$ cat config.mk
export PLATFORM = sky130hd
export DESIGN_NAME = hcl_dist
export DESIGN_NICKNAME = d
export VERILOG_FILES = /design/src/hw/rtl/hcl_pkg.sv /design/src/hw/rtl/hcl_dist.sv
export VERILOG_INCLUDE_DIRS = /design/src /design/src/hw/rtl
export SDC_FILE = /design/constraint.sdc
export NUM_CORES = 2
export LEC_CHECK = 0
export BUFFER_PORTS_ARGS = -buffer_cell sky130_fd_sc_hd__buf_2
export CORE_MARGIN = 5
export CORE_UTILIZATION = 51
export DETAILED_ROUTE_END_ITERATION = 6
export PLACE_DENSITY = 0.82
export SETUP_SLACK_MARGIN = 0.4
export SYNTH_ARGS = -nofsm -noshare
export SYNTH_HDL_FRONTEND = slang
export SYNTH_SLANG_ARGS = --single-unit
$ cat constraint.sdc
create_clock -name clk -period 10.1 [get_ports clk]
set_clock_uncertainty 0.05 [all_clocks]
set_input_delay 2.02 -clock clk [delete_from_list [all_inputs] [get_ports clk]]
set_output_delay 2.02 -clock clk [all_outputs]
set_load 0.005 [all_outputs]
$ cat src/hw/rtl/hex_cell_center_locator_unit_macros.svh
// assertion macros shared by the hexagon locator rtl
`ifndef HEX_CELL_CENTER_LOCATOR_UNIT_MACROS_SVH
`define HEX_CELL_CENTER_LOCATOR_UNIT_MACROS_SVH

// same-cycle implication, sampled on clk, off while rst_n is low
`define HCL_ASSERT_NOW(label, ante, cons, msg) \
    label: assert property (@(posedge clk) disable iff (!rst_n) (ante) |-> (cons)) \
        else $error(msg);

// next-cycle implication, sampled on clk, off while rst_n is low
`define HCL_ASSERT_NEXT(label, ante, cons, msg) \
    label: assert property (@(posedge clk) disable iff (!rst_n) (ante) |=> (cons)) \
        else $error(msg);

`endif

$ cat src/hw/rtl/hcl_pkg.sv
// shared types, constants and width helpers of the hexagon locator
`timescale 1ns / 1ps
`default_nettype none

package hcl_pkg;

    localparam int COORD_BITS_DEF = 24;
    localparam int FRAC_BITS_DEF  = 8;

    localparam int PITCH_BITS    = 23;
    localparam int INV_BITS      = 16;
    localparam int SQ_BITS       = 48;
    localparam int INDEX_BITS    = 16;
    localparam int DIST_BITS     = 24;
    localparam int CFG_IDX_BITS  = 3;
    localparam int CFG_DATA_BITS = 48;

    // register map of the configuration port
    typedef enum logic [CFG_IDX_BITS-1:0] {
        CFG_COLUMN_PITCH       = 3'd0,
        CFG_ROW_PITCH          = 3'd1,
        CFG_INV_TILE_WIDTH     = 3'd2,
        CFG_INV_TILE_HEIGHT    = 3'd3,
        CFG_HALF_DOMAIN_WIDTH  = 3'd4,
        CFG_HALF_DOMAIN_HEIGHT = 3'd5,
        CFG_SIZE_SQUARED       = 3'd6
    } hcl_cfg_idx_t;

    // mesh setup as held in the register file
    typedef struct packed {
        logic [PITCH_BITS-1:0] column_pitch;
        logic [PITCH_BITS-1:0] row_pitch;
        logic [INV_BITS-1:0]   inv_tile_width;
        logic [INV_BITS-1:0]   inv_tile_height;
        logic [PITCH_BITS-1:0] half_domain_width;
        logic [PITCH_BITS-1:0] half_domain_height;
        logic [SQ_BITS-1:0]    size_squared;
    } hcl_cfg_t;

    // width of point minus origin
    function automatic int diff_width(int coord_bits);
        return ((coord_bits > PITCH_BITS + 1) ? coord_bits : PITCH_BITS + 1) + 1;
    endfunction

    // width of the unsaturated cell index
    function automatic int idx_width(int coord_bits, int frac_bits);
        return diff_width(coord_bits) + 3 - frac_bits;
    endfunction

    // width of the unsaturated center coordinate
    function automatic int ctr_width(int coord_bits, int frac_bits);
        return idx_width(coord_bits, frac_bits) + PITCH_BITS + 2;
    endfunction

    // width of center minus point
    function automatic int delta_width(int coord_bits, int frac_bits);
        return ctr_width(coord_bits, frac_bits) + 1;
    endfunction

endpackage

`default_nettype wire

$ cat src/hw/rtl/hcl_dist.sv
// squared distance check and output register, three stages
`timescale 1ns / 1ps
`default_nettype none
`include "hex_cell_center_locator_unit_macros.svh"

module hcl_dist #(
    parameter int COORD_BITS = hcl_pkg::COORD_BITS_DEF,
    parameter int FRAC_BITS  = hcl_pkg::FRAC_BITS_DEF,
    localparam int DXW = hcl_pkg::delta_width(COORD_BITS, FRAC_BITS)
) (
    input  logic                                 clk,
    input  logic                                 rst_n,
    input  hcl_pkg::hcl_cfg_t                    cfg,
    input  logic                                 in_valid,
    output logic                                 in_ready,
    input  logic signed [hcl_pkg::INDEX_BITS-1:0] col_sat,
    input  logic signed [hcl_pkg::INDEX_BITS-1:0] row_sat,
    input  logic signed [COORD_BITS-1:0]         cx_sat,
    input  logic signed [COORD_BITS-1:0]         cy_sat,
    input  logic signed [DXW-1:0]                dx,
    input  logic signed [DXW-1:0]                dy,
    output logic                                 out_valid,
    input  logic                                 out_ready,
    output logic signed [hcl_pkg::INDEX_BITS-1:0] cell_col,
    output logic signed [hcl_pkg::INDEX_BITS-1:0] cell_row,
    output logic signed [COORD_BITS-1:0]         center_x,
    output logic signed [COORD_BITS-1:0]         center_y,
    output logic                                 too_far
);
    import hcl_pkg::*;

    localparam int STAGES = 3;

    logic [STAGES-1:0] v_reg, v_next, adv;

    logic [DXW-1:0]               mx, my;
    logic [DIST_BITS-1:0]         ax_reg, ay_reg;
    logic [SQ_BITS-1:0]           sqx_reg, sqy_reg;
    logic                         big1_reg, big2_reg, big_next, far_reg, far_next;
    logic signed [INDEX_BITS-1:0] col_reg [STAGES];
    logic signed [INDEX_BITS-1:0] row_reg [STAGES];
    logic signed [COORD_BITS-1:0] cx_reg [STAGES];
    logic signed [COORD_BITS-1:0] cy_reg [STAGES];

    // bubble-collapsing advance chain
    always_comb
    begin
        adv[STAGES-1] = !v_reg[STAGES-1] || out_ready;
        for (int k = STAGES - 2; k >= 0; k--)
        begin
            adv[k] = !v_reg[k] || adv[k+1];
        end
        for (int k = 0; k < STAGES; k++)
        begin
            if (adv[k])
            begin
                v_next[k] = (k == 0) ? in_valid : v_reg[k-1];
            end
            else
            begin
                v_next[k] = v_reg[k];
            end
        end
    end

    always_ff @(posedge clk or negedge rst_n)
    begin
        if (!rst_n)
        begin
            v_reg <= '0;
        end
        else
        begin
            v_reg <= v_next;
        end
    end

    // result fields ride along all three stages
    always_ff @(posedge clk)
    begin
        for (int k = 0; k < STAGES; k++)
        begin
            if (adv[k])
            begin
                col_reg[k] <= (k == 0) ? col_sat : col_reg[k-1];
                row_reg[k] <= (k == 0) ? row_sat : row_reg[k-1];
                cx_reg[k]  <= (k == 0) ? cx_sat  : cx_reg[k-1];
                cy_reg[k]  <= (k == 0) ? cy_sat  : cy_reg[k-1];
            end
        end
    end

    // stage 1: magnitudes, far flag for any component past the square range
    always_comb
    begin
        mx       = dx[DXW-1] ? DXW'(-dx) : DXW'(dx);
        my       = dy[DXW-1] ? DXW'(-dy) : DXW'(dy);
        big_next = (|mx[DXW-1:DIST_BITS]) || (|my[DXW-1:DIST_BITS]);
    end

    always_ff @(posedge clk)
    begin
        if (adv[0])
        begin
            ax_reg   <= mx[DIST_BITS-1:0];
            ay_reg   <= my[DIST_BITS-1:0];
            big1_reg <= big_next;
        end
    end

    // stage 2: squares
    always_ff @(posedge clk)
    begin
        if (adv[1])
        begin
            sqx_reg  <= SQ_BITS'(ax_reg) * SQ_BITS'(ax_reg);
            sqy_reg  <= SQ_BITS'(ay_reg) * SQ_BITS'(ay_reg);
            big2_reg <= big1_reg;
        end
    end

    // stage 3: sum against size squared
    always_comb
    begin
        far_next = big2_reg
            || ((SQ_BITS + 1)'(sqx_reg) + (SQ_BITS + 1)'(sqy_reg)
                > (SQ_BITS + 1)'(cfg.size_squared));
    end

    always_ff @(posedge clk)
    begin
        if (adv[2])
        begin
            far_reg <= far_next;
        end
    end

    assign in_ready  = adv[0];
    assign out_valid = v_reg[STAGES-1];
    assign cell_col  = col_reg[STAGES-1];
    assign cell_row  = row_reg[STAGES-1];
    assign center_x  = cx_reg[STAGES-1];
    assign center_y  = cy_reg[STAGES-1];
    assign too_far   = far_reg;

    `HCL_ASSERT_NOW(a_dist_full_on_stall, !in_ready, &v_reg, "distance stage stalls with a bubble")
    `HCL_ASSERT_NEXT(a_dist_moves, v_reg[0] && adv[1], v_reg[1], "distance word dropped")
    `HCL_ASSERT_NEXT(a_dist_big_far, v_reg[1] && big2_reg == 1'b0 && big1_reg && adv[1] && adv[2],
        big2_reg, "far flag not carried")
    `HCL_ASSERT_NEXT(a_dist_far_out, v_reg[2] && big2_reg && adv[2], too_far,
        "large offset did not raise too_far")

endmodule

`default_nettype wire

# Word-level counts from Yosys, hierarchy flattened
# Memory sizes are Yosys's and may differ from the RTL's.
# Index checks and enable logic that the tools add are counted.
[op_classes]
addsub = 3
mul = 2
n_lt_le_gt_ge = 1
mux = 8
n_reduce_logical = 10
[ops]
columns = ["operator", "n"]
rows = [
  ["24-bit by 24-bit multiplier with 48-bit output", 2],
  ["46-bit 2-to-1 mux", 2],
  ["46-bit negation", 2],
  ["48-bit by 48-bit adder with 49-bit output", 1],
  ["49-bit by 48-bit > comparator with 1-bit output", 1],
  ["22-bit OR reduction", 2],
  ["1-bit 2-to-1 mux", 6],
  ["1-bit logical OR", 5],
  ["1-bit logical NOT", 3],
]
[totals]
ff_bits = 150
mem_bits_rw = 240
inputBits = 348
output_inout_bits = 83
word_cells = 38
memories = 4
[memory_table]
columns = ["name", "depth", "width", "read_ports", "rd_ports_with_merged_regs", "wr", "line_no", "text"]
rows = [
  ["cx_reg", 3, 24, 3, 0, 3, "hcl_dist.sv:42", "logic signed [COORD_BITS-1:0] cx_reg [STAGES];"],
  ["cy_reg", 3, 24, 3, 0, 3, "hcl_dist.sv:43", "logic signed [COORD_BITS-1:0] cy_reg [STAGES];"],
  ["col_reg", 3, 16, 3, 0, 3, "hcl_dist.sv:40", "logic signed [INDEX_BITS-1:0] col_reg [STAGES];"],
  ["row_reg", 3, 16, 3, 0, 3, "hcl_dist.sv:41", "logic signed [INDEX_BITS-1:0] row_reg [STAGES];"],
]

# Longest topological paths before layout
[depth]
ltp_word = 6
ltp_mapped = 28
mapped_depth_nobuf = 27

# Worst setup path before layout
# No wires, ideal clock.
[synth_timing]
kind = "input -> register"
start = "input port out_ready"
end = "register big2_reg (enable)"
t_arrival_ps = 5914
slack_ps = 2290
path_stages = 1
n_path_buf = 0
path_cell_list = "nand3b_1"
[synth_via]
elab_chain_cells = 2
[synth_rtl]
columns = ["element", "line_no", "text"]
rows = [
  ["start, declared", "hcl_dist.sv:23", "input logic out_ready,"],
  ["1-bit logical OR", "hcl_dist.sv:48", "adv[STAGES-1] = !v_reg[STAGES-1] || out_ready;"],
  ["1-bit logical OR", "hcl_dist.sv:51", "adv[k] = !v_reg[k] || adv[k+1];"],
  ["end signal, assigned", "hcl_dist.sv:118", "big2_reg <= big1_reg;"],
  ["end, declared", "hcl_dist.sv:39", "logic big1_reg, big2_reg, big_next, far_reg, far_next;"],
]
# No other way between the ends.
# A chain may end at the register's enable or synchronous reset.

# Worst setup path after layout
[layout_timing]
start = "register ax_reg[10]"
end = "register sqx_reg[45] (data pin)"
[layout_via]
elab_chain_cells = 1
[layout_rtl]
columns = ["element", "line_no", "text"]
rows = [
  ["start, declared", "hcl_dist.sv:37", "logic [DIST_BITS-1:0] ax_reg, ay_reg;"],
  ["start signal, assigned", "hcl_dist.sv:105", "ax_reg <= mx[DIST_BITS-1:0];"],
  ["24-bit by 24-bit multiplier with 48-bit output", "hcl_dist.sv:116", "sqx_reg <= SQ_BITS'(ax_reg) * SQ_BITS'(ax_reg);"],
  ["end signal, assigned", "hcl_dist.sv:116", ""],
  ["end, declared", "hcl_dist.sv:38", "logic [SQ_BITS-1:0] sqx_reg, sqy_reg;"],
]
# No other way between the ends.

==> metrics.txt <==
status finished clean; largest net degree at the start of global routing 177; worst-skew pair later-pin latency 0.62 ns; WP data arrival 9.29 ns; layout cells sized above 1 8.85%; worst hold margin 0.362 ns; Cells after Synth 4863; Max-slew headroom 19.9%; layout net count 6696; Post-DP HPWL 93900 µm; post-synthesis compound-gate area fraction 6.49%; Core ar. 98000 µm²; Mapped Area 50100 µm²; final WL 116000 µm; clk root buf clkbuf_16; post-synthesis mux area share 0.252%; Area Growth Syn to Fin 7.71%; initial antenna violation count 6; PortBufs 306; die outline width 323 µm; fin crit period 8.85 ns; EDFF count, synth 385; # setup viols final 0; gr usage total 22.6%; number of buffers created by CTS 44; fmax 0.113 GHz; CTS Buffer Depth 3; most frequent cells in the layout 1266 x inv_1, 846 x fa_1, 449 x ha_1, 385 x edfxtp_1, 380 x nand2_1; Seq cells post-synth 388; ys async rst share 0.773%; crit share post-route 87.7%; H-tree level count 2; Max Slew Vio Count 0; Synth Area in Adders 45.0%; Die ar. 105000 µm²; Distinct cells, synth 80; CTS tree done; Yosys warning count 0; initial core utilization 51.1%; DR WL/cell 18.2 µm; Hold/Removal Path Class flop to flop; CP Max Fanout 22; grt total ovfl 0; DR vias 34200; startpoint class of the critical path flop; Synth Flop Type edfxtp_1; die height 323 µm; cts repair resizes 0; Post-CTS Hold Buffers 0; Slew @ Worst Pin 1.20 ns; Setup Crit Path Kind flop to flop; GP Congestion 0.920; largest family of logic cells by synthesized area adder cells; syn nets 6506; Post-CTS Setup Inserts 0; Post-Synth Simple-Gate Area 10.1%; Setup TNS 0 ns; Critical Path RT 10.54 ns; number of global-route vias before repair 37300; post-route ant nets 0; DRC viols 0; Vias/cell 5.37; clock transition at the registers of the reported paths 0.07 ns; final hold vios 0; xor/xnor share of the synthesized area 3.27%; fillers 7981; syn avg cell area 10.3 µm²; sequential fraction of the synthesis area 23.2%; IO Count 431; Max Cap Viol 0; clock sink count 388; Pre-Repair DR Iteration Count 6; initial drt markers 2196; most common cell after layout, fill and taps aside inv_1; CP endpoint kind flop; first-pass GRT wire length 189000 µm; reg2reg setup slack 1.25 ns; number of core rows 115; RSZ-0062 raised after global routing false
synthesized netlist by cell type, drive strengths merged, types with 22 or more instances:
cell type,number,share of area (%)
nor2,134,1.0
xnor2,136,2.4
clkbuf,127,0.95
nor2b,33,0.41
buf,82,1.2
o21ai,83,0.83
xor2,51,0.89
o21a,22,0.33
nand3,32,0.32
nand4,33,0.41
nand2,380,2.8
ha,449,11
nor3,42,0.45
a21oi,139,1.4
inv,1266,9.5
and2,234,2.9
fa,846,34
nand2b,31,0.39
a21o,83,1.2
edfxtp,385,23
metal layers:
layer	vias to the layer above	GRT usage [%]	routed length, µm
met4	2	6.46	3400
li1	15500	-	-
met5	-	0	13
met2	1417	39.8	57500
met3	262	4.06	9970
met1	17100	28.7	45100
cell families (layout without fill, tap and decap cells):
kind of cell | after synthesis | in the layout
AND/OR/NAND/NOR | 1013 | 1013
multiplexers | 12 | 12
AO/OA/AOI/OAI | 493 | 493
other | 0 | 2
buffers and inverters | 1475 | 1698
XOR/XNOR | 187 | 187
adder cells (fa/ha/maj) | 1295 | 1295
flip-flops | 388 | 388
final timing paths:
kind / startpoint / endpoint / cells past startpoint
max: ax_reg[10] / sqx_reg[45] / 23
min: cy_reg[0][34] / cy_reg[0][58] / 0
max reg2reg: ax_reg[10] / sqx_reg[45] / 23
min reg2reg: cy_reg[0][34] / cy_reg[0][58] / 0
max in group asynchronous: rst_n / v_reg[2] / 1
min in group asynchronous: rst_n / v_reg[1] / 1
per-stage QoR:
step | utilization [%] | setup slack, ns | cells | cell area (µm²)
finish | 55.1 | 1.25 | 6375 | 54000
global route | 55.1 | 0.940 | 6373 | 54000
CTS | 55.1 | 1.38 | 6373 | 54000
detailed placement | 53.6 | 1.43 | 6294 | 52500
global placement | 53.6 | 1.48 | 6294 | 52500
floorplan | - | 2.29 | 4863 | 50100
worst max-delay path, cell delays in order, from the launching register on:
cell and delay [ns]:
edfxtp_1 1.10, inv_1 0.37, nor2_1 0.24, fa_1 0.43
inv_1 0.13, fa_1 0.45, fa_1 0.52, inv_1 0.06
fa_1 0.51, inv_1 0.06, fa_1 0.55, fa_1 0.44
fa_1 0.55, inv_1 0.06, ha_1 0.41, nand4_1 0.18
nor2_1 0.13, a32oi_1 0.22, o31ai_1 0.78, a31oi_1 0.32
o21ai_0 0.49, a21oi_1 0.22, or3_1 0.38, nand3_1 0.08
cell type report:
class / instances / area, µm² / share of cell area (%)
Antenna cell: 2 / 5.00 / 0.00927
Clock inverter: 28 / 305 / 0.566
Multi-Input combinational cell: 3000 / 32700 / 60.5
Clock buffer: 51 / 1130 / 2.09
Inverter: 1266 / 4750 / 8.80
Sequential cell: 388 / 11600 / 21.6
Tap cell: 1287 / 1610 / 2.98
Timing Repair Buffer: 353 / 1900 / 3.51
Power is not shown: default switching activity piles up to over one toggle a cycle in this logic, so the estimate is an artifact.
