**src/hw/rtl/hex_cell_center_locator_unit_macros.svh**
```systemverilog
// assertion macros shared by the hexagon locator rtl
`ifndef HEX_CELL_CENTER_LOCATOR_UNIT_MACROS_SVH
`define HEX_CELL_CENTER_LOCATOR_UNIT_MACROS_SVH

// same-cycle implication, sampled on clk, off while rst_n is low
`define HCL_ASSERT_NOW(label, ante, cons, msg) \
    label: assert property (@(posedge clk) disable iff (!rst_n) (ante) |-> (cons)) \
        else $error(msg);

// next-cycle implication, sampled on clk, off while rst_n is low
`define HCL_ASSERT_NEXT(label, ante, cons, msg) \
    label: assert property (@(posedge clk) disable iff (!rst_n) (ante) |=> (cons)) \
        else $error(msg);

`endif

```
**src/hw/rtl/hcl_pkg.sv**
```systemverilog
// shared types, constants and width helpers of the hexagon locator
`timescale 1ns / 1ps
`default_nettype none

package hcl_pkg;

    localparam int COORD_BITS_DEF = 24;
    localparam int FRAC_BITS_DEF  = 8;

    localparam int PITCH_BITS    = 23;
    localparam int INV_BITS      = 16;
    localparam int SQ_BITS       = 48;
    localparam int INDEX_BITS    = 16;
    localparam int DIST_BITS     = 24;
    localparam int CFG_IDX_BITS  = 3;
    localparam int CFG_DATA_BITS = 48;

    // register map of the configuration port
    typedef enum logic [CFG_IDX_BITS-1:0] {
        CFG_COLUMN_PITCH       = 3'd0,
        CFG_ROW_PITCH          = 3'd1,
        CFG_INV_TILE_WIDTH     = 3'd2,
        CFG_INV_TILE_HEIGHT    = 3'd3,
        CFG_HALF_DOMAIN_WIDTH  = 3'd4,
        CFG_HALF_DOMAIN_HEIGHT = 3'd5,
        CFG_SIZE_SQUARED       = 3'd6
    } hcl_cfg_idx_t;

    // mesh setup as held in the register file
    typedef struct packed {
        logic [PITCH_BITS-1:0] column_pitch;
        logic [PITCH_BITS-1:0] row_pitch;
        logic [INV_BITS-1:0]   inv_tile_width;
        logic [INV_BITS-1:0]   inv_tile_height;
        logic [PITCH_BITS-1:0] half_domain_width;
        logic [PITCH_BITS-1:0] half_domain_height;
        logic [SQ_BITS-1:0]    size_squared;
    } hcl_cfg_t;

    // width of point minus origin
    function automatic int diff_width(int coord_bits);
        return ((coord_bits > PITCH_BITS + 1) ? coord_bits : PITCH_BITS + 1) + 1;
    endfunction

    // width of the unsaturated cell index
    function automatic int idx_width(int coord_bits, int frac_bits);
        return diff_width(coord_bits) + 3 - frac_bits;
    endfunction

    // width of the unsaturated center coordinate
    function automatic int ctr_width(int coord_bits, int frac_bits);
        return idx_width(coord_bits, frac_bits) + PITCH_BITS + 2;
    endfunction

    // width of center minus point
    function automatic int delta_width(int coord_bits, int frac_bits);
        return ctr_width(coord_bits, frac_bits) + 1;
    endfunction

endpackage

`default_nettype wire

```
**src/hw/rtl/hcl_tile.sv**
```systemverilog
// offset, tile scaling and hexagon classification, three stages
`timescale 1ns / 1ps
`default_nettype none
`include "hex_cell_center_locator_unit_macros.svh"

module hcl_tile #(
    parameter int COORD_BITS = hcl_pkg::COORD_BITS_DEF,
    parameter int FRAC_BITS  = hcl_pkg::FRAC_BITS_DEF,
    localparam int IW = hcl_pkg::idx_width(COORD_BITS, FRAC_BITS)
) (
    input  logic                          clk,
    input  logic                          rst_n,
    input  hcl_pkg::hcl_cfg_t             cfg,
    input  logic                          in_valid,
    output logic                          in_ready,
    input  logic signed [COORD_BITS-1:0]  point_x,
    input  logic signed [COORD_BITS-1:0]  point_y,
    output logic                          out_valid,
    input  logic                          out_ready,
    output logic signed [IW-1:0]          icol,
    output logic signed [IW-1:0]          irow,
    output logic signed [COORD_BITS-1:0]  px,
    output logic signed [COORD_BITS-1:0]  py
);
    import hcl_pkg::*;

    localparam int STAGES = 3;
    localparam int DW     = diff_width(COORD_BITS);
    localparam int TFRAC  = FRAC_BITS + INV_BITS;
    localparam int TW     = DW + INV_BITS + 1;
    localparam int KW     = TW - TFRAC;
    localparam int LW     = TFRAC + 3;

    logic [STAGES-1:0] v_reg, v_next, adv;

    logic signed [DW-1:0]         dx_reg, dy_reg, dx_next, dy_next;
    logic signed [TW-1:0]         tx_reg, ty_reg, tx_next, ty_next;
    logic signed [COORD_BITS-1:0] px1_reg, py1_reg, px2_reg, py2_reg, px3_reg, py3_reg;
    logic signed [IW-1:0]         icol_reg, irow_reg, icol_next, irow_next;

    logic [KW-1:0] kx, ky;
    logic [LW-1:0] fx, fy, fy3, one;
    logic [1:0]    col_add, row_add;

    // bubble-collapsing advance chain
    always_comb
    begin
        adv[STAGES-1] = !v_reg[STAGES-1] || out_ready;
        for (int k = STAGES - 2; k >= 0; k--)
        begin
            adv[k] = !v_reg[k] || adv[k+1];
        end
        for (int k = 0; k < STAGES; k++)
        begin
            if (adv[k])
            begin
                v_next[k] = (k == 0) ? in_valid : v_reg[k-1];
            end
            else
            begin
                v_next[k] = v_reg[k];
            end
        end
    end

    always_ff @(posedge clk or negedge rst_n)
    begin
        if (!rst_n)
        begin
            v_reg <= '0;
        end
        else
        begin
            v_reg <= v_next;
        end
    end

    // stage 1: offset from mesh origin
    always_comb
    begin
        dx_next = DW'(point_x) - $signed(DW'(cfg.half_domain_width));
        dy_next = DW'(point_y) - $signed(DW'(cfg.half_domain_height));
    end

    always_ff @(posedge clk)
    begin
        if (adv[0])
        begin
            dx_reg  <= dx_next;
            dy_reg  <= dy_next;
            px1_reg <= point_x;
            py1_reg <= point_y;
        end
    end

    // stage 2: scale into tile units
    always_comb
    begin
        tx_next = TW'(dx_reg) * TW'($signed({1'b0, cfg.inv_tile_width}));
        ty_next = TW'(dy_reg) * TW'($signed({1'b0, cfg.inv_tile_height}));
    end

    always_ff @(posedge clk)
    begin
        if (adv[1])
        begin
            tx_reg  <= tx_next;
            ty_reg  <= ty_next;
            px2_reg <= px1_reg;
            py2_reg <= py1_reg;
        end
    end

    // stage 3: floor and fraction, line tests pick the center
    always_comb
    begin
        kx  = tx_reg[TW-1:TFRAC];
        ky  = ty_reg[TW-1:TFRAC];
        fx  = LW'(tx_reg[TFRAC-1:0]);
        fy  = LW'(ty_reg[TFRAC-1:0]);
        fy3 = (fy << 1) + fy;
        one = LW'(1) << TFRAC;
        if (fx <= (one >> 1))
        begin
            if (fx + fy3 <= one)
            begin
                col_add = 2'd0;
                row_add = 2'd0;
            end
            else if (fy3 <= (one << 1) + fx)
            begin
                col_add = 2'd1;
                row_add = 2'd1;
            end
            else
            begin
                col_add = 2'd0;
                row_add = 2'd2;
            end
        end
        else
        begin
            if (fy3 <= fx)
            begin
                col_add = 2'd2;
                row_add = 2'd0;
            end
            else if (fx + fy3 <= (one << 1) + one)
            begin
                col_add = 2'd1;
                row_add = 2'd1;
            end
            else
            begin
                col_add = 2'd2;
                row_add = 2'd2;
            end
        end
        icol_next = $signed({kx[KW-1], kx, 1'b0} + IW'(col_add));
        irow_next = $signed({ky[KW-1], ky, 1'b0} + IW'(row_add));
    end

    always_ff @(posedge clk)
    begin
        if (adv[2])
        begin
            icol_reg <= icol_next;
            irow_reg <= irow_next;
            px3_reg  <= px2_reg;
            py3_reg  <= py2_reg;
        end
    end

    assign in_ready  = adv[0];
    assign out_valid = v_reg[STAGES-1];
    assign icol      = icol_reg;
    assign irow      = irow_reg;
    assign px        = px3_reg;
    assign py        = py3_reg;

    `HCL_ASSERT_NOW(a_tile_full_on_stall, !in_ready, &v_reg, "tile stalls with a bubble inside")
    `HCL_ASSERT_NOW(a_tile_parity, v_reg[2], icol_reg[0] == irow_reg[0],
        "cell column and row parity differ")
    `HCL_ASSERT_NEXT(a_tile_hold, v_reg[2] && !out_ready,
        v_reg[2] && $stable(icol_reg) && $stable(irow_reg), "tile result lost in stall")

endmodule

`default_nettype wire

```
**config.mk**
```make
export PLATFORM = sky130hd
export DESIGN_NAME = hcl_tile
export DESIGN_NICKNAME = d
export VERILOG_FILES = /design/src/hw/rtl/hcl_pkg.sv /design/src/hw/rtl/hcl_tile.sv
export VERILOG_INCLUDE_DIRS = /design/src /design/src/hw/rtl
export SDC_FILE = /design/constraint.sdc
export NUM_CORES = 2
export LEC_CHECK = 0
export ABC_AREA = 1
export BUFFER_PORTS_ARGS = -buffer_cell sky130_fd_sc_hd__buf_4
export CAP_MARGIN = 20
export CORE_MARGIN = 2
export CORE_UTILIZATION = 24
export DETAILED_ROUTE_END_ITERATION = 7
export PLACE_DENSITY = 0.42
export SLEW_MARGIN = 25
export SYNTH_ARGS = -nofsm -noshare
export SYNTH_HDL_FRONTEND = slang
export SYNTH_SLANG_ARGS = --single-unit
```
**constraint.sdc**
```tcl
create_clock -name clk -period 5.4 [get_ports clk]
set_input_delay 0.27 -clock clk [delete_from_list [all_inputs] [get_ports clk]]
set_output_delay 0.27 -clock clk [all_outputs]
set_load 0.05 [all_outputs]
```
---- Yosys cells after proc, flatten, opt, wreduce, memory -nomap -nowiden ----
Index checks and enable logic that the tools add are counted.
operators by class
  add/sub/neg operators ................... 7
  multipliers ............................. 2
  order comparisons ....................... 5
  multiplexer cells ....................... 9
  reduce and logical (&&, ||, !) cells .... 6
operators with widths
  cell                                                    count
  multiplier 25 x 17 -> 42 bit                            2
  subtractor 24 x 24 -> 25 bit                            2
  adder 19 x 3 -> 20 bit                                  2
  adder 24 x 26 -> 27 bit                                 1
  adder 26 x 24 -> 27 bit (first input constant)          1
  <= comparator 26 x 27 -> 1 bit                          1
  <= comparator 27 x 25 -> 1 bit (second input constant)  1
  <= comparator 27 x 26 -> 1 bit (second input constant)  1
  adder 25 x 24 -> 26 bit                                 1
  <= comparator 26 x 24 -> 1 bit                          1
  <= comparator 24 bit (second input constant)            1
  two-way mux 2 bit                                       7
  zero test 1 bit                                         3
  logical OR 1 bit                                        3
  two-way mux 1 bit                                       2
word-level totals
  register bits after elaboration ......... 321
  bits of input ports ..................... 224
  output and inout bits ................... 90

---- Logic depth before layout (Yosys ltp) ----
  depth in word-level cells ............... 7
  gate-level depth with buffers ........... 39
  mapped depth without buffers ............ 39

---- Worst setup path before layout ----
Ideal clock, no wire load.
  kind .................................... reg2reg
  start ................................... register dy_reg[24]
  end ..................................... register ty_reg[40], data pin
  library setup time ...................... 0.258 ns
  data arrival time ....................... 5.623 ns
  data required time ...................... 5.142 ns
  path slack .............................. -0.480 ns
  stages on the path, launching flop included .. 24
  buffers on the path ..................... 2
  cells stage by stage .................... edfxtp_1 > clkbuf_1 > clkbuf_1 > nand2_1 > inv_1 > fa_1 > fa_1 > inv_1 > fa_1 > fa_1 > fa_1 > fa_1 > inv_1 > ha_1 > nand2_1 > nor2_1 > inv_1 > nor4_1 > nand3_1 > nand3_1 > a21oi_1 > nor2_1 > nor2_1 > xnor2_1
between the ends
  longest elaborated chain between the ends .. 1
RTL lines
  what                          line             source
  start, declared               hcl_tile.sv:36   logic signed [DW-1:0] dx_reg, dy_reg, dx_next, dy_next;
  start signal, assigned        hcl_tile.sv:90   dy_reg <= dy_next;
  multiplier 25 x 17 -> 42 bit  hcl_tile.sv:100  ty_next = TW'(dy_reg) * TW'($signed({1'b0, cfg.inv_tile_height}));
  via ty_next[40]               hcl_tile.sv:37   logic signed [TW-1:0] tx_reg, ty_reg, tx_next, ty_next;
  end signal, assigned          hcl_tile.sv:108  ty_reg <= ty_next;
  end, declared                 hcl_tile.sv:37
The timed path passes the listed nets, and every way through them passes these cells.
A chain may end at the register's enable or synchronous reset.

---- Worst setup path after layout ----
  start ................................... register dx_reg[10]
  end ..................................... register tx_reg[40], data pin
between the ends
  longest elaborated chain between the ends .. 1
RTL lines
  what                          line             source
  start, declared               hcl_tile.sv:36
  start signal, assigned        hcl_tile.sv:89   dx_reg <= dx_next;
  multiplier 25 x 17 -> 42 bit  hcl_tile.sv:99   tx_next = TW'(dx_reg) * TW'($signed({1'b0, cfg.inv_tile_width}));
  via tx_next[40]               hcl_tile.sv:37
  end signal, assigned          hcl_tile.sv:107  tx_reg <= tx_next;
  end, declared                 hcl_tile.sv:37
The timed path passes the listed nets, and every way through them passes these cells.

==> flow_metrics.tcl <==
set metrics [dict create \
    ys_seq_elements 320 \
    fin_util 0.331 \
    min_period_over_period 1.08 \
    detail_route.first_pass.iterations 5 \
    io_pins 314 \
    slowest_stage "fa_1" \
    hold_path_class "in -> reg" \
    place_hpwl_um 115000 \
    yosysWarningCount 0 \
    row_count 160 \
    syn_nets 6639 \
    grt_pass1_vias 39800 \
    clkTransAtPathRegs_ns 0.06 \
    rsz0062_at_grt "yes" \
    drive_above_1_share 0.281 \
    cts_buffers 44 \
    slew_headroom 0.390 \
    grt_antenna_before_repair 4 \
    track_usage 0.144 \
    routedWlPerCell_um 15.7 \
    fin_cells 8814 \
    worst_pin_slew_ns 0.914 \
    die_h_um 442 \
    path_class "reg -> reg" \
    maxCapViolCount 0 \
    start_util 0.242 \
    overflow 0 \
    violations "setup timing" \
    drc 0 \
    die_x_um 442 \
    syn_inst 5300 \
    portBuffers 219 \
    placed_cells 8494 \
    placed_area_um2 56100 \
    crit_path_frequent_cell "fa_1" \
    ys.flop_type "edfxtp_1" \
    ys_seq_area_frac 0.208 \
    max_freq_mhz 172 \
    max_stage_delay_ns 0.55 \
    cp-end-kind "flop" \
    finalCriticalPeriod_ns 5.83 \
    synth_edf_count 317 \
    ant_nets 0 \
    fin_ws_ns -0.428 \
    syn_area_per_cell_um2 8.69 \
    startpoint_type "flop" \
    area_growth_pct 36.9 \
    clk_path_buf_depth 3 \
    viasPerCell 4.08 \
    num_vias 36000 \
    setup_viol 55 \
    final_area_um2 63000 \
    root_buffer "clkbuf_16" \
    grt_max_degree 113 \
    grt_pass1_wl_um 223000 \
    syn_area_um2 46000 \
    synth.distinct_cells 45 \
    cts_sinks 320 \
    critPathTopFamily "adder cells" \
    path_max_fanout 10 \
    path_buf_inv 8 \
    cp.required_ns 5.77 \
    synth-async-reset-ratio 0.00938 \
    insertion_delay_ns 0.65 \
    finalWirelength_um 138000 \
    h-tree-depth 2 \
    globalplace.congestion 0.839 \
    core_area_um2 190000 \
    die-area_um2 195000 \
    arrival_ns 6.19 \
    final_hold_viol_count 0 \
    status "finished, violations left" \
    drt_iter0_drc 1631 \
    cts_tree "done" \
    nNetsFinal 7606 \
    drv_slew 0 \
    fin_skew_ns 0.0446 \
]
layout make-up:
class | instances | area, um2
diodes | 1 | 2.50
clock buffers | 46 | 1110
clock inverters | 35 | 440
fillers | 19700 | 127000
inverters | 1525 | 5730
multi-input cells | 3258 | 33300
flip-flops and latches | 320 | 9590
well taps | 2511 | 3140
repair buffers | 1118 | 9650
Yosys cell counts (2+ instances only):
library cell     n  area [um2]
nor2_2           8        50.1
nor2_1         170         638
clkbuf_1       196         736
a21boi_1         3        22.5
nor4_1          16         100
o21ai_2          7        61.3
a21oi_2          9        78.8
o31ai_1          2        15.0
and3_1           2        12.5
nand2_2          9        56.3
a21oi_1        199         996
or2_1            2        12.5
and2_1           4        25.0
ha_1           329        4120
o21bai_1        17         128
o21a_1           5        37.5
nor3_1          18        90.1
inv_2            5        18.8
xor2_1         125        1090
nand4_1         37         231
a21o_1          17         128
inv_1         1520        5710
or2_2            2        12.5
o21ai_1         11        55.1
xnor2_1         66         578
nand3_2          2        20.0
o21ai_0         70         350
fa_1           786       15700
o211ai_1         8        60.1
a21boi_0         5        37.5
nand2_1       1201        4510
o221ai_1         4        35.0
o2111ai_1        4        35.0
edfxtp_1       317        9520
a31oi_1         26         163
dfrtp_1          3        75.1
nand3_1         87         435
timing repair:
action / in CTS / in global routing
hold buffers: 53 / 0
hold endpoints to repair: 58 / 0
pin swaps: 256 / 240
cloned: 4 / 1
buffers inserted: 138 / 52
setup endpoints to repair: 82 / 90
gates resized for setup: 457 / 328
kinds of logic (layout without fill, tap and decap cells):
kind of cell,Yosys count,in the layout,share of synthesized area
flops,320,320,0.208
buf+inv,1722,2724,0.140
compound gates,389,389,0.0483
xor+xnor,191,191,0.0363
simple gates,1563,1563,0.135
other cells,0,1,0
fa+ha+maj,1115,1115,0.431
stage by stage:
step | setup WS (ns) | hold WS [ns] | setup TNS (ns)
global placement | -0.767 | 0.0629 | -28.05
floorplan | -0.144 | -0.0256 | -0.212
global route | -0.779 | 0.0956 | -29.90
CTS | -0.496 | 0.0477 | -14.92
detailed placement | -0.749 | 0.0624 | -29.66
finish | -0.428 | 0.101 | -12.25
worst register-to-register path: cells and delay by family (launching register included):
kind	cells	cell delay, ns
adders and majority gates	7	3.34
and+or+nand+nor	9	1.04
buffers and inverters	8	0.67
DFF	1	0.42
xor gates and xnor gates	1	0.06
cell usage in the layout, fill, tap and decap left out, drive strengths merged, types with 8 or more instances in the layout:
cell type / netlist / final
a21boi: 8 / 8
a21o: 17 / 17
a21oi: 208 / 208
a31oi: 26 / 26
buf: 1 / 1062
clkbuf: 196 / 47
clkinv: 0 / 16
clkinvlp: 0 / 8
dlygate4sd3: 0 / 53
edfxtp: 317 / 317
fa: 786 / 786
ha: 329 / 329
inv: 1525 / 1530
nand2: 1210 / 1210
nand3: 89 / 89
nand4: 37 / 37
nor2: 178 / 178
nor3: 19 / 19
nor4: 16 / 16
o211ai: 8 / 8
o21ai: 88 / 88
o21bai: 18 / 18
xnor2: 66 / 66
xor2: 125 / 125
path summary, 6_finish.rpt:
kind                                  start          to  slack (ns)  cells past startpoint
max in group asynchronous             rst_n    v_reg[1]        4.72                      3
worst min-delay path                cfg[72]   dx_reg[1]        0.10                      3
worst max-delay path             dx_reg[10]  tx_reg[40]       -0.43                     25
min in group asynchronous             rst_n    v_reg[2]        0.50                      3
worst max register to register   dx_reg[10]  tx_reg[40]       -0.43                     25
worst min register to register  py2_reg[18]      py[18]        0.41                      0
layer usage:
metal,vias to the layer above,global-route usage,part of all wire
li1,17500,-,-
met1,17800,0.193,0.46
met2,509,0.246,0.48
met3,118,0.0183,0.035
met4,2,0.0290,0.019
met5,-,0,0.00010
Power is not shown: default switching activity piles up to over one toggle a cycle in this logic, so the estimate is an artifact.
