--- src/hw/rtl/hex_cell_center_locator_unit_macros.svh ---
// assertion macros shared by the hexagon locator rtl
`ifndef HEX_CELL_CENTER_LOCATOR_UNIT_MACROS_SVH
`define HEX_CELL_CENTER_LOCATOR_UNIT_MACROS_SVH

// same-cycle implication, sampled on clk, off while rst_n is low
`define HCL_ASSERT_NOW(label, ante, cons, msg) \
    label: assert property (@(posedge clk) disable iff (!rst_n) (ante) |-> (cons)) \
        else $error(msg);

// next-cycle implication, sampled on clk, off while rst_n is low
`define HCL_ASSERT_NEXT(label, ante, cons, msg) \
    label: assert property (@(posedge clk) disable iff (!rst_n) (ante) |=> (cons)) \
        else $error(msg);

`endif

--- src/hw/rtl/hcl_pkg.sv ---
// shared types, constants and width helpers of the hexagon locator
`timescale 1ns / 1ps
`default_nettype none

package hcl_pkg;

    localparam int COORD_BITS_DEF = 24;
    localparam int FRAC_BITS_DEF  = 8;

    localparam int PITCH_BITS    = 23;
    localparam int INV_BITS      = 16;
    localparam int SQ_BITS       = 48;
    localparam int INDEX_BITS    = 16;
    localparam int DIST_BITS     = 24;
    localparam int CFG_IDX_BITS  = 3;
    localparam int CFG_DATA_BITS = 48;

    // register map of the configuration port
    typedef enum logic [CFG_IDX_BITS-1:0] {
        CFG_COLUMN_PITCH       = 3'd0,
        CFG_ROW_PITCH          = 3'd1,
        CFG_INV_TILE_WIDTH     = 3'd2,
        CFG_INV_TILE_HEIGHT    = 3'd3,
        CFG_HALF_DOMAIN_WIDTH  = 3'd4,
        CFG_HALF_DOMAIN_HEIGHT = 3'd5,
        CFG_SIZE_SQUARED       = 3'd6
    } hcl_cfg_idx_t;

    // mesh setup as held in the register file
    typedef struct packed {
        logic [PITCH_BITS-1:0] column_pitch;
        logic [PITCH_BITS-1:0] row_pitch;
        logic [INV_BITS-1:0]   inv_tile_width;
        logic [INV_BITS-1:0]   inv_tile_height;
        logic [PITCH_BITS-1:0] half_domain_width;
        logic [PITCH_BITS-1:0] half_domain_height;
        logic [SQ_BITS-1:0]    size_squared;
    } hcl_cfg_t;

    // width of point minus origin
    function automatic int diff_width(int coord_bits);
        return ((coord_bits > PITCH_BITS + 1) ? coord_bits : PITCH_BITS + 1) + 1;
    endfunction

    // width of the unsaturated cell index
    function automatic int idx_width(int coord_bits, int frac_bits);
        return diff_width(coord_bits) + 3 - frac_bits;
    endfunction

    // width of the unsaturated center coordinate
    function automatic int ctr_width(int coord_bits, int frac_bits);
        return idx_width(coord_bits, frac_bits) + PITCH_BITS + 2;
    endfunction

    // width of center minus point
    function automatic int delta_width(int coord_bits, int frac_bits);
        return ctr_width(coord_bits, frac_bits) + 1;
    endfunction

endpackage

`default_nettype wire

--- src/hw/rtl/hcl_center.sv ---
// cell center computation and saturation, two stages
`timescale 1ns / 1ps
`default_nettype none

module hcl_center #(
    parameter int COORD_BITS = hcl_pkg::COORD_BITS_DEF,
    parameter int FRAC_BITS  = hcl_pkg::FRAC_BITS_DEF,
    localparam int IW  = hcl_pkg::idx_width(COORD_BITS, FRAC_BITS),
    localparam int DXW = hcl_pkg::delta_width(COORD_BITS, FRAC_BITS)
) (
    input  logic                                 clk,
    input  logic                                 rst_n,
    input  hcl_pkg::hcl_cfg_t                    cfg,
    input  logic                                 in_valid,
    output logic                                 in_ready,
    input  logic signed [IW-1:0]                 icol,
    input  logic signed [IW-1:0]                 irow,
    input  logic signed [COORD_BITS-1:0]         px,
    input  logic signed [COORD_BITS-1:0]         py,
    output logic                                 out_valid,
    input  logic                                 out_ready,
    output logic signed [hcl_pkg::INDEX_BITS-1:0] col_sat,
    output logic signed [hcl_pkg::INDEX_BITS-1:0] row_sat,
    output logic signed [COORD_BITS-1:0]         cx_sat,
    output logic signed [COORD_BITS-1:0]         cy_sat,
    output logic signed [DXW-1:0]                dx,
    output logic signed [DXW-1:0]                dy
);
    import hcl_pkg::*;

    localparam int STAGES = 2;
    localparam int CW     = ctr_width(COORD_BITS, FRAC_BITS);
    localparam int SW     = (IW > INDEX_BITS) ? IW : INDEX_BITS + 1;

    logic [STAGES-1:0] v_reg, v_next, adv;

    logic signed [CW-1:0]         cx_reg, cy_reg, cx_next, cy_next;
    logic signed [COORD_BITS-1:0] px1_reg, py1_reg;
    logic signed [INDEX_BITS-1:0] col1_reg, row1_reg, col_next, row_next;
    logic signed [INDEX_BITS-1:0] col2_reg, row2_reg;
    logic signed [COORD_BITS-1:0] cxs_reg, cys_reg, cxs_next, cys_next;
    logic signed [DXW-1:0]        dx_reg, dy_reg, dx_next, dy_next;
    logic signed [SW-1:0]         col_ext, row_ext;
    logic                         col_ovf, row_ovf, cx_ovf, cy_ovf;

    // bubble-collapsing advance chain
    always_comb
    begin
        adv[STAGES-1] = !v_reg[STAGES-1] || out_ready;
        for (int k = STAGES - 2; k >= 0; k--)
        begin
            adv[k] = !v_reg[k] || adv[k+1];
        end
        for (int k = 0; k < STAGES; k++)
        begin
            if (adv[k])
            begin
                v_next[k] = (k == 0) ? in_valid : v_reg[k-1];
            end
            else
            begin
                v_next[k] = v_reg[k];
            end
        end
    end

    always_ff @(posedge clk or negedge rst_n)
    begin
        if (!rst_n)
        begin
            v_reg <= '0;
        end
        else
        begin
            v_reg <= v_next;
        end
    end

    // stage 1: center from index and pitch, index saturation
    always_comb
    begin
        cx_next = CW'(icol) * CW'($signed({1'b0, cfg.column_pitch}))
                + $signed(CW'(cfg.half_domain_width));
        cy_next = CW'(irow) * CW'($signed({1'b0, cfg.row_pitch}))
                + $signed(CW'(cfg.half_domain_height));
        col_ext = SW'(icol);
        row_ext = SW'(irow);
        col_ovf = col_ext[SW-1:INDEX_BITS-1] != {(SW-INDEX_BITS+1){col_ext[SW-1]}};
        row_ovf = row_ext[SW-1:INDEX_BITS-1] != {(SW-INDEX_BITS+1){row_ext[SW-1]}};
        if (col_ovf)
        begin
            col_next = {col_ext[SW-1], {(INDEX_BITS-1){!col_ext[SW-1]}}};
        end
        else
        begin
            col_next = col_ext[INDEX_BITS-1:0];
        end
        if (row_ovf)
        begin
            row_next = {row_ext[SW-1], {(INDEX_BITS-1){!row_ext[SW-1]}}};
        end
        else
        begin
            row_next = row_ext[INDEX_BITS-1:0];
        end
    end

    always_ff @(posedge clk)
    begin
        if (adv[0])
        begin
            cx_reg   <= cx_next;
            cy_reg   <= cy_next;
            col1_reg <= col_next;
            row1_reg <= row_next;
            px1_reg  <= px;
            py1_reg  <= py;
        end
    end

    // stage 2: center minus point, center saturation
    always_comb
    begin
        dx_next = DXW'(cx_reg) - DXW'(px1_reg);
        dy_next = DXW'(cy_reg) - DXW'(py1_reg);
        cx_ovf  = cx_reg[CW-1:COORD_BITS-1] != {(CW-COORD_BITS+1){cx_reg[CW-1]}};
        cy_ovf  = cy_reg[CW-1:COORD_BITS-1] != {(CW-COORD_BITS+1){cy_reg[CW-1]}};
        if (cx_ovf)
        begin
            cxs_next = {cx_reg[CW-1], {(COORD_BITS-1){!cx_reg[CW-1]}}};
        end
        else
        begin
            cxs_next = cx_reg[COORD_BITS-1:0];
        end
        if (cy_ovf)
        begin
            cys_next = {cy_reg[CW-1], {(COORD_BITS-1){!cy_reg[CW-1]}}};
        end
        else
        begin
            cys_next = cy_reg[COORD_BITS-1:0];
        end
    end

    always_ff @(posedge clk)
    begin
        if (adv[1])
        begin
            dx_reg   <= dx_next;
            dy_reg   <= dy_next;
            cxs_reg  <= cxs_next;
            cys_reg  <= cys_next;
            col2_reg <= col1_reg;
            row2_reg <= row1_reg;
        end
    end

    assign in_ready  = adv[0];
    assign out_valid = v_reg[STAGES-1];
    assign col_sat   = col2_reg;
    assign row_sat   = row2_reg;
    assign cx_sat    = cxs_reg;
    assign cy_sat    = cys_reg;
    assign dx        = dx_reg;
    assign dy        = dy_reg;

endmodule

`default_nettype wire

--- config.mk ---
export PLATFORM = sky130hd
export DESIGN_NAME = hcl_center
export DESIGN_NICKNAME = d
export VERILOG_FILES = /design/src/hw/rtl/hex_cell_center_locator_unit_macros.svh /design/src/hw/rtl/hcl_pkg.sv /design/src/hw/rtl/hcl_center.sv
export SDC_FILE = /design/constraint.sdc
export NUM_CORES = 2
export LEC_CHECK = 0
export BUFFER_PORTS_ARGS = -buffer_cell sky130_fd_sc_hd__buf_4
export CORE_MARGIN = 2
export CORE_UTILIZATION = 30
export DETAILED_ROUTE_END_ITERATION = 16
export SYNTH_ARGS = -nofsm -noshare
export SYNTH_HDL_FRONTEND = slang
export SYNTH_SLANG_ARGS = --single-unit
export TNS_END_PERCENT = 10
--- constraint.sdc ---
create_clock -name clk -period 13.65 [get_ports clk]
set_input_delay 2.73 -clock clk [delete_from_list [all_inputs] [get_ports clk]]
set_output_delay 2.73 -clock clk [all_outputs]
set_load 0.02 [all_outputs]
# ---- Word-level counts from Yosys, hierarchy flattened
# Index checks and enable logic that the tools add are counted.
# Widths: inputs -> output; s select.
dict set report classes {
  n_addsub 4
  mul 2
  n_eq_ne 4
  muxes 4
  reduce_logical 8
}
# cell n
set op_table {}
lappend op_table {{$sub 45x24->46} 2}
lappend op_table {{$add 44x24->45} 2}
lappend op_table {{$mul 20x24->44} 2}
lappend op_table {{$mux 24} 2}
lappend op_table {{$ne 21x21->1} 2}
lappend op_table {{$mux 16} 2}
lappend op_table {{$ne 4x4->1} 2}
lappend op_table {{$logic_not 1->1} 6}
lappend op_table {{$logic_or 1x1->1} 2}
dict set report totals {
  register_bits 344
  input_bits 264
  output_inout_bits 174
  wordCells 36
}

# ---- Longest topological paths before layout
dict set report depth {
  ltp_word 3
  depth_mapped 27
}

# ---- Least setup slack after synthesis
# OpenSTA, ideal clock, no wires.
dict set report synth_timing {
  kind {input port to output port}
  startpoint {input port out_ready}
  endpoint {output port in_ready}
  arrival_ns 6.755
  required_ns 10.920
  path_slack_ns 4.165
  path_stages 1
  path_buffers 0
  cell_sequence {nand3b_1}
}
dict set report synth_between {
  elab_chain_len 2
}
# item line
set synth_rtl {}
lappend synth_rtl {{start: declaration} hcl_center.sv:21} ;# input logic out_ready,
lappend synth_rtl {{$logic_or 1x1->1} hcl_center.sv:49} ;# adv[STAGES-1] = !v_reg[STAGES-1] || out_ready;
lappend synth_rtl {{$logic_or 1x1->1} hcl_center.sv:52} ;# adv[k] = !v_reg[k] || adv[k+1];
lappend synth_rtl {{end: declaration} hcl_center.sv:15} ;# output logic in_ready,
# No other way between the ends.

# ---- Worst setup path after layout
dict set report layout_timing {
  startpoint {input port icol[3]}
  endpoint {register cx_reg[40], data pin}
}
dict set report layout_between {
  elab_chain_len 2
}
# item line
set layout_rtl {}
lappend layout_rtl {{start: declaration} hcl_center.sv:16} ;# input logic signed [IW-1:0] icol,
lappend layout_rtl {{$mul 20x24->44} hcl_center.sv:82} ;# cx_next = CW'(icol) * CW'($signed({1'b0, cfg.column_pitch}))
lappend layout_rtl {{$add 44x24->45} hcl_center.sv:83} ;# + $signed(CW'(cfg.half_domain_width));
lappend layout_rtl {{via cx_next[40]} hcl_center.sv:37} ;# logic signed [CW-1:0] cx_reg, cy_reg, cx_next, cy_next;
lappend layout_rtl {{end signal: assignment} hcl_center.sv:112} ;# cx_reg <= cx_next;
lappend layout_rtl {{end: declaration} hcl_center.sv:37}
# The timed path passes the listed nets, and every way through them passes these cells.
# A chain may end at the register's enable or synchronous reset.

==> parameters.txt <==
Parameter                              Value

Critical path
  Worst Path Required ... 14.02 ns
  Highest cell delay on the worst timing path ... 0.77 ns
  Worst-path cell chain ... buf_4 -> and2_1 -> fa_1 -> fa_1 -> inv_1 -> fa_1 -> inv_1 -> fa_1 -> fa_1 -> fa_1 -> inv_1 -> fa_1 -> inv_1 -> ha_1 -> nand2_1 -> or3_1 -> a2111oi_2 -> o21ai_0 -> a31oi_1 -> o21ai_0 -> o21ai_1 -> a21oi_1 -> xnor2_1
  Cell family with most CP delay ... adder cells
  Kind of launch point of the worst setup path ... input pin
  Critical path capture point type ... register
  Data arrival time of the critical path ... 9.92 ns
  Master of the slowest instance on the critical path ... sky130_fd_sc_hd__a2111oi_2
  Worst Path Class, Setup ... in2reg
  Crit-path max FO ... 24
  Bufs and invs on worst path ... 5
  Most numerous cell on the critical path ... sky130_fd_sc_hd__fa_1

Routing
  Number of design-rule violations left by the first detailed-router iteration ... 2075
  Wire length per cell after detailed routing ... 19.0 µm
  DRC viols ... 0
  Routed via count ... 35200
  First drt pass iteration count ... 5
  Number of nets with antenna violations after detailed routing ... 0
  Sum of routed wire length over all layers ... 142 mm
  Via density ... 4.73

Clock network
  Clock transition at the registers of the reported paths ... 0.06 ns
  Cell at the root of the clock tree ... sky130_fd_sc_hd__clkbuf_16
  Clock tree from TritonCTS ... done
  Clock insertion delay at the later pin of the skew report ... 0.64 ns
  Setup Buffers After CTS ... 0
  Clk sinks ... 344
  Post-CTS resize count ... 0
  Bufs on Longest Clock Path ... 3
  Cts bufs inserted ... 46
  Count of hold-fix buffers inserted at cts ... 0
  H-Tree Level Count ... 2

Cells and area
  Net total in the final layout ... 6755
  Area growth from synthesis to layout ... 12.7%
  Ratio of cells with drive above 1 in the final layout ... 9.13%
  Flip-flop and latch area ... 0.0103 mm²
  Footprint of the multi-input gates ... 0.0337 mm²
  Filler Cells Inserted ... 16600

Synthesis
  Primary FF master, synth ... sky130_fd_sc_hd__edfxtp_1
  Cell count after synthesis ... 5050
  Portion of the post-synthesis area used by sequential elements ... 21.0%
  Count of warnings emitted by yosys ... 0
  Synthesized area per cell ... 9.72 µm²
  Async set-or-reset flop fraction in the synthesized netlist ... 0.581%
  Post-Syn Area ... 0.0491 mm²
  Number of register bits inferred by synthesis ... 344
  Netlist cell types ... 79
  Number of flops mapped to enable cells by yosys ... 342
  Post-Synthesis Net Count ... 6570

STA
  Setup clock skew after layout ... 0.0169 ns
  Final setup violating endpoints ... 0
  Max-slew violations ... 0
  Total count of hold-check failures in the final report ... 0
  Upper clock frequency limit ... 105 MHz
  Remaining max-slew budget at the tightest pin ... 6.09%
  Post-layout min period ... 9.55 ns
  Share of the cycle needed by the critical path after routing ... 69.9%
  RSZ-0062 raised after global routing ... no
  Transition time at the pin with the least slew margin ... 1.39 ns
  Sum of negative setup slack ... 0 ns

Floorplan
  Die X-Extent ... 408 µm
  Standard-cell row count ... 148
  Effective utilization at floorplan ... 30.2%
  Boundary pin count ... 438
  Die boundary height ... 408 µm
  CORE AREA ... 0.163 mm²
  Die footprint ... 0.167 mm²

Placement
  Number of buffers inserted by port buffering ... 357
  Gp weighted congestion ... 0.881
  Detailed-placement wirelength estimate ... 110 mm

Global route
  Global-route wire length before repair ... 222 mm
  Final global-route overflow total ... 0
  Vias in the first global route ... 37800
  Number of antenna violations at the first check in global routing ... 16
  Maximum number of pins on one net before global-route repair ... 68
  Global-route usage over all layers ... 17.2%

Flow run
  Max capacitance violation total ... 0

Status
  Status ... complete, no violations

Hold path
  Path class of the lowest-slack min-delay path ... reg2reg
final cells by class:
class                   count  area share, %
repair buffers            367           4.98
flip-flops and latches    344           18.7
clock buffers              53           2.17
well taps                2175           4.92
diodes                      4         0.0181
clock inverters            31          0.765
inverters                1108           7.52
multi-input cells        3368           61.0
routing by layer:
metal | global-route usage (%) | wire length [µm] | vias up
met5 | 0 | 130 | -
met4 | 4.56 | 3850 | 20
met3 | 2.79 | 9160 | 194
met2 | 27.5 | 63800 | 986
met1 | 24.1 | 64700 | 17900
li1 | - | - | 16100
synthesized netlist by cell type, drive strengths merged, types with 4 or more instances:
cell type  number  area (µm²)
inv          1108        4160
fa            798       16000
nand2         583        2190
ha            458        5730
and2          406        2540
edfxtp        342       10300
clkbuf        212         796
a21oi         181         921
o21ai         148         744
a21o          130         977
xnor2         103         902
nor2           93         349
xor2           56         490
nand2b         45         282
nor2b          42         270
nand3          41         205
nand4          32         200
nor3           27         135
o21bai         24         180
a31oi          22         144
and3           21         133
buf            18         104
a211oi         15         128
o21a           15         113
o211ai         10        80.1
or2            10        62.6
nor4            9        56.3
or3             9        56.3
and4            8        70.1
nor3b           7        52.6
a311oi          6        58.8
a31o            6        52.6
a21boi          5        37.5
a2111oi         4        41.3
a41oi           4        35.0
o221ai          4        35.0
o22ai           4        31.3
o31a            4        35.0
o31ai           4        30.0
or4             4        30.0
cells in the final DEF, fill, tap and decap left out, types with 26 or more instances in the layout:
cell	instances
sky130_fd_sc_hd__inv_1	1108
sky130_fd_sc_hd__fa_1	798
sky130_fd_sc_hd__nand2_1	583
sky130_fd_sc_hd__ha_1	458
sky130_fd_sc_hd__and2_1	405
sky130_fd_sc_hd__buf_4	367
sky130_fd_sc_hd__edfxtp_1	342
sky130_fd_sc_hd__a21oi_1	177
sky130_fd_sc_hd__a21o_1	129
sky130_fd_sc_hd__o21ai_0	121
sky130_fd_sc_hd__xnor2_1	103
sky130_fd_sc_hd__nor2_1	93
sky130_fd_sc_hd__xor2_1	56
sky130_fd_sc_hd__clkbuf_16	46
sky130_fd_sc_hd__nand2b_1	44
sky130_fd_sc_hd__nor2b_1	41
sky130_fd_sc_hd__nand3_1	41
sky130_fd_sc_hd__nand4_1	32
sky130_fd_sc_hd__nor3_1	27
sky130_fd_sc_hd__o21ai_1	26
final timing paths:
| check | startpoint | to | slack [ns] | cells after the start |
|---|---|---|---|---|
| hold reg to reg | col1_reg[11]$_DFFE_PP_ | col_sat[11]$_DFFE_PP_ | 0.41 | 0 |
| hold / removal | col1_reg[11]$_DFFE_PP_ | col_sat[11]$_DFFE_PP_ | 0.41 | 0 |
| setup reg to reg | cy_reg[9]$_DFFE_PP_ | dy[28]$_DFFE_PP_ | 9.80 | 11 |
| max in group asynchronous | rst_n | v_reg[1]$_DFFE_PN0P_ | 11.69 | 1 |
| min in group asynchronous | rst_n | v_reg[0]$_DFFE_PN0P_ | 1.87 | 1 |
| setup / recovery | icol[3] | cx_reg[40]$_DFFE_PP_ | 4.10 | 23 |
cell families (layout without fill, tap and decap cells):
family / after synthesis / after routing / share of synthesized area [%]
buffers and inverters: 1338 / 1559 / 10.3
AND/OR/NAND/NOR: 1339 / 1339 / 13.5
AO/OA/AOI/OAI: 614 / 614 / 8.03
other: 0 / 4 / 0
flip-flops: 344 / 344 / 21.0
XOR/XNOR: 159 / 159 / 2.84
adder cells (fa/ha/maj): 1256 / 1256 / 44.2
worst reg2reg max path: stages, from the launching register on:
cell,delay (ns)
sky130_fd_sc_hd__edfxtp_1,0.39
sky130_fd_sc_hd__ha_1,0.41
sky130_fd_sc_hd__a2111oi_0,0.42
sky130_fd_sc_hd__o21ai_1,0.20
sky130_fd_sc_hd__o2111ai_1,0.15
sky130_fd_sc_hd__o211ai_1,0.18
sky130_fd_sc_hd__a22oi_2,0.68
sky130_fd_sc_hd__o21ai_1,0.28
sky130_fd_sc_hd__a21o_1,0.23
sky130_fd_sc_hd__a21o_1,0.20
sky130_fd_sc_hd__a21oi_1,0.20
sky130_fd_sc_hd__xnor2_1,0.26
stage by stage:
| step | hold WS (ns) | instance area (µm²) | setup slack [ns] | utilization [%] | instances |
|---|---|---|---|---|---|
| 2_1_floorplan | 0.400 | 49100 | 4.16 | - | 5050 |
| 3_3_place_gp | 0.402 | 53600 | 3.57 | 33.0 | 7362 |
| 3_5_place_dp | 0.405 | 53600 | 3.52 | 33.0 | 7362 |
| 4_1_cts | 0.411 | 55300 | 4.19 | 34.0 | 7446 |
| 5_1_grt | 0.413 | 55300 | 3.79 | 34.0 | 7446 |
| 6_report | 0.409 | 55300 | 4.10 | 34.0 | 7450 |
Power is not shown: default switching activity piles up to over one toggle a cycle in this logic, so the estimate is an artifact.
